<file path="src/hw/rtl/sstb_pkg.sv">
package sstb_pkg;

	localparam int ELEM_W     = 32;
	localparam int NODE_W     = 6;
	localparam int NODE_DEPTH = 1 << NODE_W;

	typedef enum logic [2:0] {
		ST_IDLE,
		ST_VISIT,
		ST_LEAF,
		ST_RET,
		ST_EMIT_LOAD,
		ST_EMIT_HOLD
	} state_t;

endpackage

</file>
<file path="src/hw/rtl/sum_segment_tree_build_core.sv">
// When idle, one element request loads per cycle; the one marked last starts the build.
// Build: a depth-first walk with one shared adder over the n loaded elements
// (one visit per node, one leaf read per leaf, two return steps per parent node).
// Emission: node memory read, then output register, for each of the 2*span-1 nodes.
// No request is taken from the last element until the final node is delivered.
// Reset clears the count, the walk stack pointer, the node valid bits and output valid; the
// element memory keeps its contents.
module sum_segment_tree_build_core
	import sstb_pkg::*;
#(
	parameter int MAX_ELEMENTS = 32
) (
	input  logic                     clk,
	input  logic                     arst_n,
	input  logic                     in_valid,
	output logic                     in_stall,
	input  logic signed [ELEM_W-1:0] element,
	input  logic                     is_last,
	output logic                     out_valid,
	input  logic                     out_stall,
	output logic [NODE_W-1:0]        node_index,
	output logic signed [ELEM_W-1:0] node_sum,
	output logic                     last_node
);

	localparam int EA  = (MAX_ELEMENTS > 1) ? $clog2(MAX_ELEMENTS) : 1;
	localparam int CW  = $clog2(MAX_ELEMENTS + 1);
	localparam int SD  = (MAX_ELEMENTS > 1) ? $clog2(MAX_ELEMENTS) : 1;
	localparam int SPW = $clog2(SD + 1);
	localparam int SIW = (SD > 1) ? $clog2(SD) : 1;

	state_t state_q, state_d;

	logic [CW-1:0]     cnt_q;
	logic [SPW-1:0]    sp_q;
	logic              out_valid_q;
	logic [NODE_DEPTH-1:0] node_vld_q;

	logic [NODE_W-1:0] cur_node_q;
	logic [EA-1:0]     cur_lo_q;
	logic [EA-1:0]     cur_hi_q;
	logic [ELEM_W-1:0] ret_q;
	logic [NODE_W-1:0] last_idx_q;
	logic [NODE_W-1:0] emit_q;
	logic              rd_vld_q;
	logic [NODE_W-1:0] out_idx_q;
	logic [ELEM_W-1:0] out_sum_q;
	logic              out_last_q;

	logic [NODE_W-1:0] stk_node_q  [SD];
	logic [EA-1:0]     stk_mid_q   [SD];
	logic [EA-1:0]     stk_hi_q    [SD];
	logic [ELEM_W-1:0] stk_left_q  [SD];
	logic              stk_phase_q [SD];

	logic              in_acc, out_acc, cnt_full, split;
	logic [CW-1:0]     n_start;
	logic [EA-1:0]     hi_start;
	logic [NODE_W:0]   last_wide;
	logic [NODE_W-1:0] last_start;
	logic [EA:0]       mid_sum;
	logic [EA-1:0]     mid;
	logic [SIW-1:0]    push_i, top_i;
	logic [ELEM_W-1:0] pair_sum;

	logic              e_we;
	logic [ELEM_W-1:0] e_rdata;
	logic              n_we;
	logic [NODE_W-1:0] n_waddr, n_raddr;
	logic [ELEM_W-1:0] n_wdata, n_rdata;

	assign in_acc   = in_valid && !in_stall;
	assign out_acc  = out_valid_q && !out_stall;
	assign cnt_full = (cnt_q >= CW'(MAX_ELEMENTS));
	assign n_start  = cnt_full ? cnt_q : CW'(cnt_q + CW'(1));
	assign hi_start = EA'(n_start - CW'(1));
	assign mid_sum  = {1'b0, cur_lo_q} + {1'b0, cur_hi_q};
	assign mid      = mid_sum[EA:1];
	assign split    = (cur_lo_q != cur_hi_q);
	assign push_i   = SIW'(sp_q);
	assign top_i    = SIW'(sp_q - SPW'(1));
	assign pair_sum = stk_left_q[top_i] + ret_q;
	assign e_we     = in_acc && !cnt_full;

	always_comb begin
		last_wide = '0;
		for (int b = 0; b < EA; b++) begin
			if (hi_start[b]) begin
				last_wide = ((NODE_W+1)'(1) << (b + 2)) - (NODE_W+1)'(2);
			end
		end
		last_start = NODE_W'(last_wide);
	end

	assign in_stall   = (state_q != ST_IDLE);
	assign out_valid  = out_valid_q;
	assign node_index = out_idx_q;
	assign node_sum   = out_sum_q;
	assign last_node  = out_last_q;

	sstb_ram #(
		.WIDTH (ELEM_W),
		.DEPTH (MAX_ELEMENTS)
	) u_elem_ram (
		.clk   (clk),
		.we    (e_we),
		.waddr (EA'(cnt_q)),
		.wdata (element),
		.raddr (cur_lo_q),
		.rdata (e_rdata)
	);

	sstb_ram #(
		.WIDTH (ELEM_W),
		.DEPTH (NODE_DEPTH)
	) u_node_ram (
		.clk   (clk),
		.we    (n_we),
		.waddr (n_waddr),
		.wdata (n_wdata),
		.raddr (n_raddr),
		.rdata (n_rdata)
	);

	always_ff @(posedge clk or negedge arst_n) begin
		if (!arst_n) begin
			state_q <= ST_IDLE;
		end else begin
			state_q <= state_d;
		end
	end

	always_comb begin
		state_d = state_q;
		n_we    = 1'b0;
		n_waddr = cur_node_q;
		n_wdata = e_rdata;
		n_raddr = emit_q;
		unique case (state_q)
			ST_IDLE: begin
				if (in_acc && is_last) begin
					state_d = ST_VISIT;
				end
			end
			ST_VISIT: begin
				if (!split) begin
					state_d = ST_LEAF;
				end
			end
			ST_LEAF: begin
				n_we    = 1'b1;
				state_d = ST_RET;
			end
			ST_RET: begin
				if (sp_q == '0) begin
					n_raddr = '0;
					state_d = ST_EMIT_LOAD;
				end else if (stk_phase_q[top_i]) begin
					n_we    = 1'b1;
					n_waddr = stk_node_q[top_i];
					n_wdata = pair_sum;
				end else begin
					state_d = ST_VISIT;
				end
			end
			ST_EMIT_LOAD: begin
				state_d = ST_EMIT_HOLD;
			end
			ST_EMIT_HOLD: begin
				if (out_acc) begin
					if (out_last_q) begin
						state_d = ST_IDLE;
					end else begin
						n_raddr = NODE_W'(emit_q + NODE_W'(1));
						state_d = ST_EMIT_LOAD;
					end
				end
			end
			default: begin
				state_d = ST_IDLE;
			end
		endcase
	end

	always_ff @(posedge clk or negedge arst_n) begin
		if (!arst_n) begin
			cnt_q       <= '0;
			sp_q        <= '0;
			out_valid_q <= 1'b0;
			node_vld_q  <= '0;
		end else begin
			if (in_acc) begin
				if (is_last) begin
					cnt_q      <= '0;
					node_vld_q <= '0;
				end else if (!cnt_full) begin
					cnt_q <= CW'(cnt_q + CW'(1));
				end
			end
			if (n_we) begin
				node_vld_q[n_waddr] <= 1'b1;
			end
			if (state_q == ST_VISIT && split) begin
				sp_q <= SPW'(sp_q + SPW'(1));
			end
			if (state_q == ST_RET && sp_q != '0 && stk_phase_q[top_i]) begin
				sp_q <= SPW'(sp_q - SPW'(1));
			end
			if (state_q == ST_EMIT_LOAD) begin
				out_valid_q <= 1'b1;
			end else if (out_acc) begin
				out_valid_q <= 1'b0;
			end
		end
	end

	always_ff @(posedge clk) begin
		rd_vld_q <= node_vld_q[n_raddr];
		unique case (state_q)
			ST_IDLE: begin
				if (in_acc && is_last) begin
					cur_node_q <= '0;
					cur_lo_q   <= '0;
					cur_hi_q   <= hi_start;
					last_idx_q <= last_start;
				end
			end
			ST_VISIT: begin
				if (split) begin
					stk_node_q[push_i]  <= cur_node_q;
					stk_mid_q[push_i]   <= mid;
					stk_hi_q[push_i]    <= cur_hi_q;
					stk_phase_q[push_i] <= 1'b0;
					cur_node_q <= NODE_W'({cur_node_q, 1'b0} + (NODE_W+1)'(1));
					cur_hi_q   <= mid;
				end
			end
			ST_LEAF: begin
				ret_q <= e_rdata;
			end
			ST_RET: begin
				if (sp_q == '0) begin
					emit_q <= '0;
				end else if (stk_phase_q[top_i]) begin
					ret_q <= pair_sum;
				end else begin
					stk_left_q[top_i]  <= ret_q;
					stk_phase_q[top_i] <= 1'b1;
					cur_node_q <= NODE_W'({stk_node_q[top_i], 1'b0} + (NODE_W+1)'(2));
					cur_lo_q   <= EA'(stk_mid_q[top_i] + EA'(1));
					cur_hi_q   <= stk_hi_q[top_i];
				end
			end
			ST_EMIT_LOAD: begin
				out_idx_q  <= emit_q;
				out_sum_q  <= rd_vld_q ? n_rdata : '0;
				out_last_q <= (emit_q == last_idx_q);
			end
			ST_EMIT_HOLD: begin
				if (out_acc && !out_last_q) begin
					emit_q <= NODE_W'(emit_q + NODE_W'(1));
				end
			end
			default: begin
			end
		endcase
	end

	a_out_only_hold: assert property (@(posedge clk) disable iff (!arst_n)
		out_valid_q |-> state_q == ST_EMIT_HOLD)
		else $error("result shown outside emission");

	a_stack_bound: assert property (@(posedge clk) disable iff (!arst_n)
		sp_q <= SPW'(SD))
		else $error("walk stack overflow");

	a_emit_bound: assert property (@(posedge clk) disable iff (!arst_n)
		state_q == ST_EMIT_HOLD |-> out_idx_q <= last_idx_q)
		else $error("node index past end of tree");

	a_last_to_idle: assert property (@(posedge clk) disable iff (!arst_n)
		out_acc && out_last_q |=> state_q == ST_IDLE && !out_valid_q)
		else $error("no return to idle after final node");

	a_count_bound: assert property (@(posedge clk) disable iff (!arst_n)
		cnt_q <= CW'(MAX_ELEMENTS))
		else $error("element count past capacity");

endmodule

</file>
<file path="src/hw/rtl/sstb_ram.sv">
module sstb_ram #(
	parameter int WIDTH = 32,
	parameter int DEPTH = 32
) (
	input  logic                                       clk,
	input  logic                                       we,
	input  logic [((DEPTH > 1) ? $clog2(DEPTH) : 1)-1:0] waddr,
	input  logic [WIDTH-1:0]                           wdata,
	input  logic [((DEPTH > 1) ? $clog2(DEPTH) : 1)-1:0] raddr,
	output logic [WIDTH-1:0]                           rdata
);

	logic [WIDTH-1:0] mem_q [DEPTH];

	always_ff @(posedge clk) begin
		if (we) begin
			mem_q[waddr] <= wdata;
		end
		rdata <= mem_q[raddr];
	end

endmodule

</file>
<file path="config.mk">
export PLATFORM = sky130hd
export DESIGN_NAME = sum_segment_tree_build_core
export DESIGN_NICKNAME = d
export VERILOG_FILES = /design/src/hw/rtl/sstb_pkg.sv /design/src/hw/rtl/sum_segment_tree_build_core.sv /design/src/hw/rtl/sstb_ram.sv
export SDC_FILE = /design/constraint.sdc
export NUM_CORES = 2
export LEC_CHECK = 0
export BUFFER_PORTS_ARGS = -buffer_cell sky130_fd_sc_hd__buf_2
export CORE_MARGIN = 2
export CORE_UTILIZATION = 40
export CTS_BUF_LIST = sky130_fd_sc_hd__clkbuf_4
export DETAILED_ROUTE_END_ITERATION = 10
export GPL_TIMING_DRIVEN = 0
export PLACE_DENSITY = 0.59
export SLEW_MARGIN = 20
export SYNTH_ARGS = -nofsm -noshare
export SYNTH_HDL_FRONTEND = slang
export SYNTH_HIERARCHICAL = 1
export SYNTH_SLANG_ARGS = --single-unit
</file>
<file path="constraint.sdc">
create_clock -name clk -period 9.4 [get_ports clk]
set_clock_uncertainty 0.05 [all_clocks]
set_input_delay 0.47 -clock clk [delete_from_list [all_inputs] [get_ports clk]]
set_output_delay 0.47 -clock clk [all_outputs]
set_load 0.01 [all_outputs]
</file>
* After elaboration in Yosys (flattened, before gate mapping)
Memory sizes are Yosys's and may differ from the RTL's. A register that Yosys moved wholly into a read port is not among the register bits.
Index checks and enable logic that the tools add are counted.
** Word-level totals
- Register bits after elaboration :: 177
- RAM bits :: 3317
- Word-level logic and storage cells :: 159
- Memories kept :: 7
** Memories
- u_node_ram.mem_q :: words 64, bits a word 32, read ports 1, clocked after memory_dff 1, wr ports 1, line sstb_ram.sv:13 : logic [WIDTH-1:0] mem_q [DEPTH];
- u_elem_ram.mem_q :: words 32, bits a word 32, read ports 1, clocked after memory_dff 1, wr ports 1, line sstb_ram.sv:13
- stk_left_q :: words 5, bits a word 32, read ports 1, clocked after memory_dff 0, wr ports 1, line sum_segment_tree_build_core.sv:53 : logic [ELEM_W-1:0] stk_left_q [SD];
- stk_node_q :: words 5, bits a word 6, read ports 1, clocked after memory_dff 0, wr ports 1, line sum_segment_tree_build_core.sv:50 : logic [NODE_W-1:0] stk_node_q [SD];
- stk_hi_q :: words 5, bits a word 5, read ports 1, clocked after memory_dff 0, wr ports 1, line sum_segment_tree_build_core.sv:52 : logic [EA-1:0] stk_hi_q [SD];
- stk_mid_q :: words 5, bits a word 5, read ports 1, clocked after memory_dff 0, wr ports 1, line sum_segment_tree_build_core.sv:51 : logic [EA-1:0] stk_mid_q [SD];
- 1 more memories
** Cells by class
- $add $sub $neg :: 10
- Magnitude comparators :: 4
- Equal/unequal tests :: 16
- Mux-type cells :: 70
- Bitwise gates (word level) :: 1
- Reductions and logical operators :: 33
** Operators by type and width (count)
- two-way mux 64 bit :: 3
- two-way mux 32 bit :: 5
- two-way mux 6 bit :: 14
- OR 64 bit :: 1
- one-hot mux 32 bit (2 select lines) :: 1
- two-way mux 5 bit :: 7
- adder 32 bit :: 1
- two-way mux 3 bit :: 10
- one-hot mux 6 bit (2 select lines) :: 2
- two-way mux 1 bit :: 19
- adder 6 x 1 -> 6 bit, second input constant :: 3
- one-hot mux 3 bit (6 select lines) :: 1
- one-hot mux 6 bit (3 select lines) :: 1
- one-hot mux 5 bit (3 select lines) :: 1
- < comparator 6 x 7 -> 1 bit, second input constant :: 2
- != test 2 bit, second input constant :: 7
- one-hot mux 5 bit (2 select lines) :: 1
- nonzero test 2 bit :: 5
- logical AND 1 bit :: 9
- nonzero test 3 bit :: 3
- AND reduction 4 bit :: 2
- adder 5 x 5 -> 6 bit :: 1
- adder 6 x 2 -> 6 bit, second input constant :: 1
- binary-select mux 1 bit (select 6 bit) :: 1
- 26 further kinds :: 33

* Logic depth before layout (Yosys ltp)
An unclocked memory read counts as a cell.
- Depth in word-level cells :: 11
- Mapped depth :: 23
- Gate-level depth less buffers :: 16

* By module
Netlist, hierarchy kept.
** Modules (own cells, without submodules)
- sstb_ram (u_node_ram) :: instances 1, cells each 3324, area each 78515.3 um2
- sstb_ram (u_elem_ram) :: instances 1, cells each 2260, area each 40492.6 um2
- sum_segment_tree_build_core :: instances 1, cells each 1517, area each 19596.3 um2

* Worst setup path after synthesis
Ideal clock, no wire load.
- Kind :: register to register
- Start :: reg sp_q[0] (netlist: push_i[0])
- End :: mem u_node_ram.mem_q[0][29], data pin
- Setup time :: 720 ps
- Data arrival time :: 8124 ps
- Setup slack :: 506 ps
- Stages on the path, launching flop included :: 24
- Path buffers :: 8
- Period minus slack after synthesis :: 8894 ps
- Path through :: dfrtp_1 > buf_4 > buf_2 > buf_1 > clkbuf_1 > inv_1 > ha_1 > buf_1 > clkbuf_1 > buf_2 > buf_1 > mux4_2 > nand2_1 > nand2_1 > ha_1 > a211oi_1 > o21ai_0 > o21a_1 > nor2b_1 > o31a_1 > o21ai_1 > a2111oi_2 > o21a_1 > o31ai_1
** Between the ends
- Cells in the longest elaborated chain, start to end :: 6
** Ends and longest elaborated chain
- start, declared :: line sum_segment_tree_build_core.sv:35 : logic [SPW-1:0] sp_q;
- start signal, assigned :: line sum_segment_tree_build_core.sv:204 : sp_q <= SPW'(sp_q + SPW'(1));
- start signal, assigned :: line sum_segment_tree_build_core.sv:207 : sp_q <= SPW'(sp_q - SPW'(1));
- subtractor 3 x 1 -> 3 bit :: line sum_segment_tree_build_core.sv:81 : assign top_i = SIW'(sp_q - SPW'(1));
- memory (5 x 32 bit)
- adder 32 bit :: line sum_segment_tree_build_core.sv:82 : assign pair_sum = stk_left_q[top_i] + ret_q;
- two-way mux 32 bit :: line sum_segment_tree_build_core.sv:158 : end else if (stk_phase_q[top_i]) begin
- two-way mux 32 bit * :: line sum_segment_tree_build_core.sv:155 : if (sp_q == '0) begin
- two-way mux 32 bit * :: line sum_segment_tree_build_core.sv:139 : unique case (state_q)
- named net n_wdata[29] :: line sum_segment_tree_build_core.sv:70 : logic [ELEM_W-1:0] n_wdata, n_rdata;
- end, declared :: line sstb_ram.sv:13
The timed path passes the listed nets; every way through them passes the cells marked *.

* Final worst setup path
- Start :: reg sp_q[0] (netlist: push_i[0])
- End :: mem u_node_ram.mem_q[5][31], data pin
The elaborated chain is that of the path after synthesis.

==> metrics.md <==
| Metric | Value |
|---|---|
| Status | `complete, no violations` |
| CTS tree | `yes` |
| Worst hold path type | `primary input to flip-flop` |
| Post-synth EDFFs | `3415` |
| Wire per inst | `~30 um` |
| Normalized max-slew margin | `11.7%` |
| Sequential element share of the synthesized area | `76.3%` |
| Core Area | `346000 um^2` |
| RSZ-0062 raised after global routing | `false` |
| DRT antenna net count | `0` |
| Lkg Pwr | `between 0.05 and 0.06 uW` |
| Peak Freq | `around 0.12 GHz` |
| Clk_lat worst skew | `roughly 1.6 ns` |
| Residual DRC | `0` |
| Starting DRT DRC Count | `between 9k and 10k` |
| Final hold vios | `0` |
| Power Total | `between 40000 and 50000 uW` |
| Area growth syn-to-layout | `18.0%` |
| Tcrit/Tclk final | `roughly nine tenths` |
| Routability Congestion | `0.894` |
| Final WL | `approximately 400000 um` |
| Total setup buffers inserted after CTS | `0` |
| CTS max path bufs | `4` |
| Port buffer count | `between 70 and 80` |
| Commonest cells post-synth | `edfxtp_1 (3415), mux2i_1 (648), mux4_2 (593), nand2_1 (408), nor2_1 (246)` |
| Internal | `30400 uW` |
| Least-Margin Pin Slew | `1.32 ns` |
| Pwr dens | `approximately 280 nW/um^2` |
| Final Setup Violations | `0` |
| Total grt overflow | `0` |
| Die Width | `around 590 um` |
| Share of layout cells above drive strength 1 | `approximately 30%` |
| Die area | `~350000 um^2` |
| IO Count | `78` |
| Post-layout minimum cycle time | `roughly 8.6 ns` |
| Clk root buf | `clkbuf_4` |
| Initial Util | `between 40 and 50%` |
| Post-synthesis register bit count | `roughly 3.6k` |
| Post-synth top area share | `roughly three quarters` |
| Number of global-route vias before repair | `77.7k` |
| Crit start category | `flip-flop` |
| Crit path max fanout | `64` |
| Reg power frac | `about 44%` |
| Worst Setup End Kind | `flip-flop` |
| Synth warn | `6` |
| Placed Area | `approximately 150000 um^2` |
| Yosys top cell by area | `edfxtp_1` |
| Hold_ws | `roughly 0.073 ns` |
| Height of the die | `around 590 um` |
| Syn Nets | `7185` |
| Maximum VDD drop | `about 0.16 mV` |
| GRT Resource Usage Total | `between 20 and 25%` |
| Post-route cell area | `163000 um^2` |
| Net count, final | `8510` |
| Async set or reset register ratio after synthesis | `around 2.2%` |
| First-pass GRT wire length | `between 500000 and 600000 um` |
| Cells after synthesis | `between 7k and 8k` |
| CP Class | `flip-flop to flip-flop` |
| Post-DP HPWL | `273000 um` |
| H-tree levels | `6` |
| Clk pwr share | `between 20 and 30%` |
| Largest net degree at the start of global routing | `65` |
| Req. time, crit path | `between 10 and 15 ns` |
| Psw | `roughly 15000 uW` |
| Post-synth cell types | `80` |
| Initial antenna violation count | `14` |
| Comb power frac | `~28%` |
| Vias per Instance | `5.67` |
| CTS sink cnt | `about 3.6k` |
| Max Slew Vio Count | `0` |
| Drt pass-1 iters | `6` |
| Critical path arrival | `about 9.5 ns` |
| CTS buffer count | `between 800 and 900` |
| FP Rows | `about 220` |
| Most frequent cell after synthesis | `edfxtp_1` |
| Vias | `77.4k` |
| Sw Share | `33.3%` |
| Post-Synthesis Cell Area | `139000 um^2` |
| CTS clock-pin slew for the worst setup and hold paths | `around 0.07 ns` |
| Avg Inst Size Synth | `19.5 um^2` |
| Max cap viols | `0` |
| Top post-synthesis cells by area | `edfxtp_1 (74%), mux4_2 (9.6%), mux2i_1 (4.7%)` |
| Synth Flop Type | `edfxtp_1` |
[stage by stage]
stage / setup slack (ns) / utilization, % / instances / TNS, ns
6_report: 0.787 / 47.3 / 13700 / 0
5_1_grt: 0.238 / 47.3 / 13700 / 0
4_1_cts: 0.427 / 47.3 / 13600 / 0
3_5_place_dp: -0.128 / 43.8 / 12000 / -8.41
3_3_place_gp: -6.96 / 41.9 / 11800 / -
2_1_floorplan: 0.506 / - / 7101 / 0
[power by group through the flow]
stage,sequential (uW),combinational (uW),clock [uW]
after floorplan,20500,6800,0
after global placement,21100,11000,0
after detailed placement,20400,12700,0
after CTS,20100,12800,12900
after global routing,20100,13600,13800
final,20100,12900,12600
[sequential cells by signal, indices dropped and copies added, names as in the netlist, 6 cells and up]
name,count
emit_q,6
cnt_q,6
cur_node_q,6
stk_mid_q,25
ret_q,32
node_index,6
node_sum,32
stk_left_q,160
node_vld_q,64
stk_hi_q,25
u_elem_ram/rdata,32
u_node_ram/rdata,32
stk_node_q,30
u_node_ram/mem_q,2048
u_elem_ram/mem_q,1024
[cell families (layout without fill, tap and decap cells)]
| logic type | after synthesis | after routing | synth area share [%] |
|---|---|---|---|
| other | 0 | 8 | 0 |
| DFF | 3557 | 3557 | 76.3 |
| adders and majority gates | 47 | 47 | 0.435 |
| muxes | 1243 | 1243 | 14.3 |
| and+or+nand+nor | 1006 | 1006 | 3.28 |
| buffers and inverters | 402 | 2370 | 1.49 |
| xor gates and xnor gates | 52 | 52 | 0.334 |
| AOI/OAI and AO/OA | 794 | 794 | 3.81 |
[worst max-delay path, cell delays in order (launching register included)]
cell	delay, ns
dfrtp_1	0.39
buf_4	0.19
buf_2	0.64
clkbuf_1	0.46
inv_1	0.26
ha_1	0.85
clkbuf_1	0.68
clkbuf_1	0.66
mux4_2	0.41
nand2_1	0.08
nand2_1	0.07
ha_1	0.37
and4_1	0.26
nor2b_1	0.24
o211ai_1	0.20
a2111oi_0	0.64
o31a_1	0.28
o21ai_1	0.12
a31oi_1	0.34
or4_1	0.21
nand3_4	0.53
[routing by layer]
layer,share of wire [%],global-route usage [%]
met5,0.0033,0
met4,3.4,8.23
met3,9.3,4.81
met2,48,36.6
met1,39,29.8
[repair_timing]
action                                  CTS  global route
setup endpoints to repair                99             9
gates resized for setup                   0             0
hold buffers                             90            14
endpoints found under the hold margin  1138           260
[final cells by class]
class	instances	area, um^2
plain buffers	377	1990
inverters	23	86.3
flip-flops and latches	3557	106000
fillers	28900	182000
well taps	4578	5730
clock buffers	1258	9440
repair buffers	454	6960
multi-input cells	3142	31900
diodes	8	20.0
clock inverters	258	1550
[placed cells by master, fill, tap and decap left out, types with 42 or more instances in the layout]
master | Yosys | final
nor3_1 | 56 | 51
o21ai_0 | 98 | 73
mux2i_1 | 648 | 648
clkinv_1 | 0 | 175
nor2_4 | 1 | 96
a31oi_1 | 42 | 42
nand3_1 | 121 | 120
ha_1 | 45 | 45
buf_4 | 62 | 91
nor2_1 | 246 | 150
edfxtp_1 | 3415 | 3415
a21oi_1 | 198 | 193
nand2_1 | 408 | 405
dfxtp_1 | 65 | 65
clkbuf_4 | 2 | 1260
mux4_2 | 593 | 593
buf_2 | 98 | 207
buf_16 | 0 | 95
o22ai_1 | 84 | 84
a22o_1 | 110 | 110
a22oi_1 | 111 | 111
dlygate4sd3_1 | 0 | 71
buf_12 | 0 | 132
clkbuf_1 | 157 | 135
dfrtp_1 | 77 | 77
[final timing paths]
path	slack, ns	end	startpoint	cells after the start
setup / recovery	0.79	u_node_ram/mem_q[5][31]$_DFFE_PP_	push_i[0]$_DFFE_PN0P_	20
hold / removal	0.07	u_elem_ram/mem_q[24][14]$_DFFE_PP_	element[14]	3
setup reg to reg	0.79	u_node_ram/mem_q[5][31]$_DFFE_PP_	push_i[0]$_DFFE_PN0P_	20
hold reg to reg	0.41	node_index[3]$_DFFE_PP_	emit_q[3]$_DFFE_PP_	0
max in group asynchronous	8.22	node_vld_q[6]$_DFF_PN0_	arst_n	6
min in group asynchronous	0.58	node_vld_q[27]$_DFF_PN0_	arst_n	5
Note: power is estimated with default switching activity, not from simulation.
